[src/hw/rtl/atot_ram.sv]
// Generic single-write, single-read synchronous RAM with registered read data.
module atot_ram #(
  parameter int WIDTH = 8,
  parameter int DEPTH = 16
) (
  input  logic                     clk,
  input  logic                     we,
  input  logic [$clog2(DEPTH)-1:0] waddr,
  input  logic [WIDTH-1:0]         wdata,
  input  logic [$clog2(DEPTH)-1:0] raddr,
  output logic [WIDTH-1:0]         rdata
);

  logic [WIDTH-1:0] mem [DEPTH];

  always_ff @(posedge clk) begin
    if (we) begin
      mem[waddr] <= wdata;
    end
    rdata <= mem[raddr];
  end

endmodule

[config.mk]
export PLATFORM = sky130hd
export DESIGN_NAME = atot_ram
export DESIGN_NICKNAME = d
export VERILOG_FILES = /design/src/hw/rtl/atot_ram.sv
export SDC_FILE = /design/constraint.sdc
export NUM_CORES = 1
export LEC_CHECK = 0
export ABC_AREA = 1
export BUFFER_PORTS_ARGS = -buffer_cell sky130_fd_sc_hd__buf_4
export CAP_MARGIN = 20
export CELL_PAD_IN_SITES_DETAIL_PLACEMENT = 0
export CELL_PAD_IN_SITES_GLOBAL_PLACEMENT = 1
export CORE_AREA = 5 5 127 129
export DETAILED_ROUTE_END_ITERATION = 16
export DIE_AREA = 0 0 132 134
export HOLD_SLACK_MARGIN = 0.03
export MAX_ROUTING_LAYER = met4
export PLACE_DENSITY = 0.67
export RECOVER_POWER = 50
export SETUP_SLACK_MARGIN = 0.02
export SLEW_MARGIN = 20
export SYNTH_ARGS = -nofsm -noshare
export SYNTH_HDL_FRONTEND = slang
export SYNTH_SLANG_ARGS = --single-unit
export TNS_END_PERCENT = 5
[constraint.sdc]
create_clock -name clk -period 1 [get_ports clk]
set_input_delay 0 -clock clk [delete_from_list [all_inputs] [get_ports clk]]
set_output_delay 0 -clock clk [all_outputs]
set_load 0.01 [all_outputs]
==> flow_summary.ini <==
[outcome]
outcome = finished, final reports clean

[critical_path]
worst-setup-path-type = reg -> reg
r2r_cells = 6
cp-end-kind = flip-flop
critPathLaunchType = flip-flop
crit_required_ns = 1.31
crit_fanout = 1
cp.arrival_ns = 1.27

[finish]
diodes = 0
fill_cells = 1380
drive_gt1_share_pct = 16.3
final_cell_mix = 171 x nand2_1, 128 x edfxtp_1, 98 x inv_1
final_util_pct = 47.1
seq_area_sq_um = 4000
multi_input_area_sq_um = 1310
layout_commonest_cell = nand2_1
final_nets = 629
area_growth_pct = 21.9

[hold_path]
hold_path.class = in -> reg
holdPathStages = 6

[timing]
fin_crit_sh_pct = 95.6
maxSlewViolCount = 0
rsz0062_at_grt = true
setup-tns-final_ns = 0
min_period_ns = 0.956
final_hold_viol_count = 0
fmax_mhz = 1050
max_slew_margin_pct = 67.0
setup_violations = 0
holdWs_ns = 0.125
skew_ns = 0.00559
max_slew.worst_pin.slew_ns = 0.495

[job]
max-cap-violations = 0

[routing]
viasPerCell = 4.80
dr.max_layer_used = met4
wl_met1_um = 6050
wl_met3_um = 709
drc = 0
ant_nets = 0
drtIter0Drc = 334
vias = 3894
wl_met2_um = 6260
wl_per_cell_um = 16.5
wirelength_um = 13400
first_pass_iters = 5

[place]
dp_hpwl_um = 8510
place.gp.congestion = 0.799
port_buffers = 25

[synthesis]
synth_area_per_cell_sq_um = 10.5
synthDistinctLibCells = 12
yosysSeqAreaShare_pct = 69.4
ys_warn_count = 0
synthesis.area_sq_um = 5770
synth_seq_cells = 136
syn_inst = 551
synth.net_count = 569

[cts]
path_clk_slew_ns = 0.06
cts_buffers = 17
cts_sinks = 136
postCtsSetupBuffers = 0
h-tree-depth = 4
cts_tree = done
cts.path.max_buffers = 2
clk_latency_ns = 0.42
cts_root_buf = clkbuf_16

[grt]
antenna_found_initial = 0
grt_max_degree = 65
grt_pass1_wl_um = 21200
grt_use_total_pct = 16.3
grt_pass1_vias = 3815
globalRoute.totalOverflow = 0

[power]
p_per_area_nw_per_um2 = 1870
clkPwrFrac_pct = 44.2
p_leak_nw = 3.05
seq_power_share_pct = 48.8
swShare_pct = 21.6
power.internal_mw = 10.3
power_mw = 13.2
irDropWorstVdd_mv = 1.25
p_switching_mw = 2.85
power_frac_comb_pct = 7.0

[floorplan]
core_area_sq_um = 14900
initial_utilization_pct = 38.6
io_pins = 26
die_height_um = 134
die-area_sq_um = 17700
row_count = 45
die_w_um = 132
==> metal layers <==
metal	up-vias	global-route usage [%]
li1	1893	-
met1	1877	21.0
met2	99	24.9
met3	25	3.56
met4	0	7.43
met5	-	-
==> through the flow <==
stage	instance area [sq um]	setup WS (ns)	cells
detailed placement	6340	-0.0579	771
global placement	6340	-0.0497	771
global route	7030	-0.0253	812
finish	7030	0.0442	812
floorplan	5770	0.0492	551
CTS	6980	0.00769	812
==> flip-flops by register name (all words and copies together) (netlist names) <==
name	count
rdata	8
mem	128
==> worst max-delay path, stage by stage, from the launching register on <==
cell and delay [ns]:
edfxtp_1 0.36, inv_1 0.06, nand2_1 0.05, nand3_1 0.11, nand3_1 0.13, nand3_1 0.10
nand2_1 0.04
==> power groups by stage <==
| stage | logic (mW) | clock network (mW) | registers [mW] |
|---|---|---|---|
| after floorplan | 0.450 | 0 | 6.54 |
| after global placement | 0.879 | 0 | 6.53 |
| after detailed placement | 0.883 | 0 | 6.54 |
| after CTS | 0.917 | 5.94 | 6.42 |
| after global routing | 1.02 | 6.20 | 6.43 |
| final | 0.921 | 5.82 | 6.42 |
==> synthesized netlist by cell type <==
library cell    n  share of area, %
nand2_1       173                11
buf_1           1             0.065
dfxtp_1         8               2.8
buf_4           4              0.52
inv_2           2              0.13
edfxtp_1      128                67
inv_1         100               6.5
buf_6           6               1.2
nand3b_1        2              0.26
nor2_1         17               1.1
buf_2          13               1.1
nand3_1        97               8.4
==> logic make-up after synthesis <==
logic type	after synthesis	share of synthesized area (%)
buffers and inverters	126	9.52
flip-flops	136	69.4
AND/OR/NAND/NOR	289	21.0
==> cell type report <==
| class | instances | share of cell area (%) |
|---|---|---|
| inverter | 102 | 5.45 |
| sequential | 136 | 56.9 |
| timing repair buffer | 65 | 7.81 |
| tap | 188 | 3.35 |
| clock buffer | 20 | 6.21 |
| multi-input combinational | 289 | 18.7 |
| clock inverter | 12 | 1.55 |
==> worst paths after layout <==
check	start	to	slack (ns)
setup / recovery	mem[9][5]	rdata[5]	0.04
hold / removal	raddr[2]	rdata[0]	0.13
setup reg to reg	mem[9][5]	rdata[5]	0.04
hold reg to reg	mem[15][4]	rdata[4]	0.66
==> what timing repair did <==
item,CTS,global route
gates resized for setup,1,22
endpoints found under the hold margin,136,0
hold buffers,9,0
setup endpoints to repair,3,9
pin swaps,0,11
Note: power is estimated with default switching activity, not from simulation.
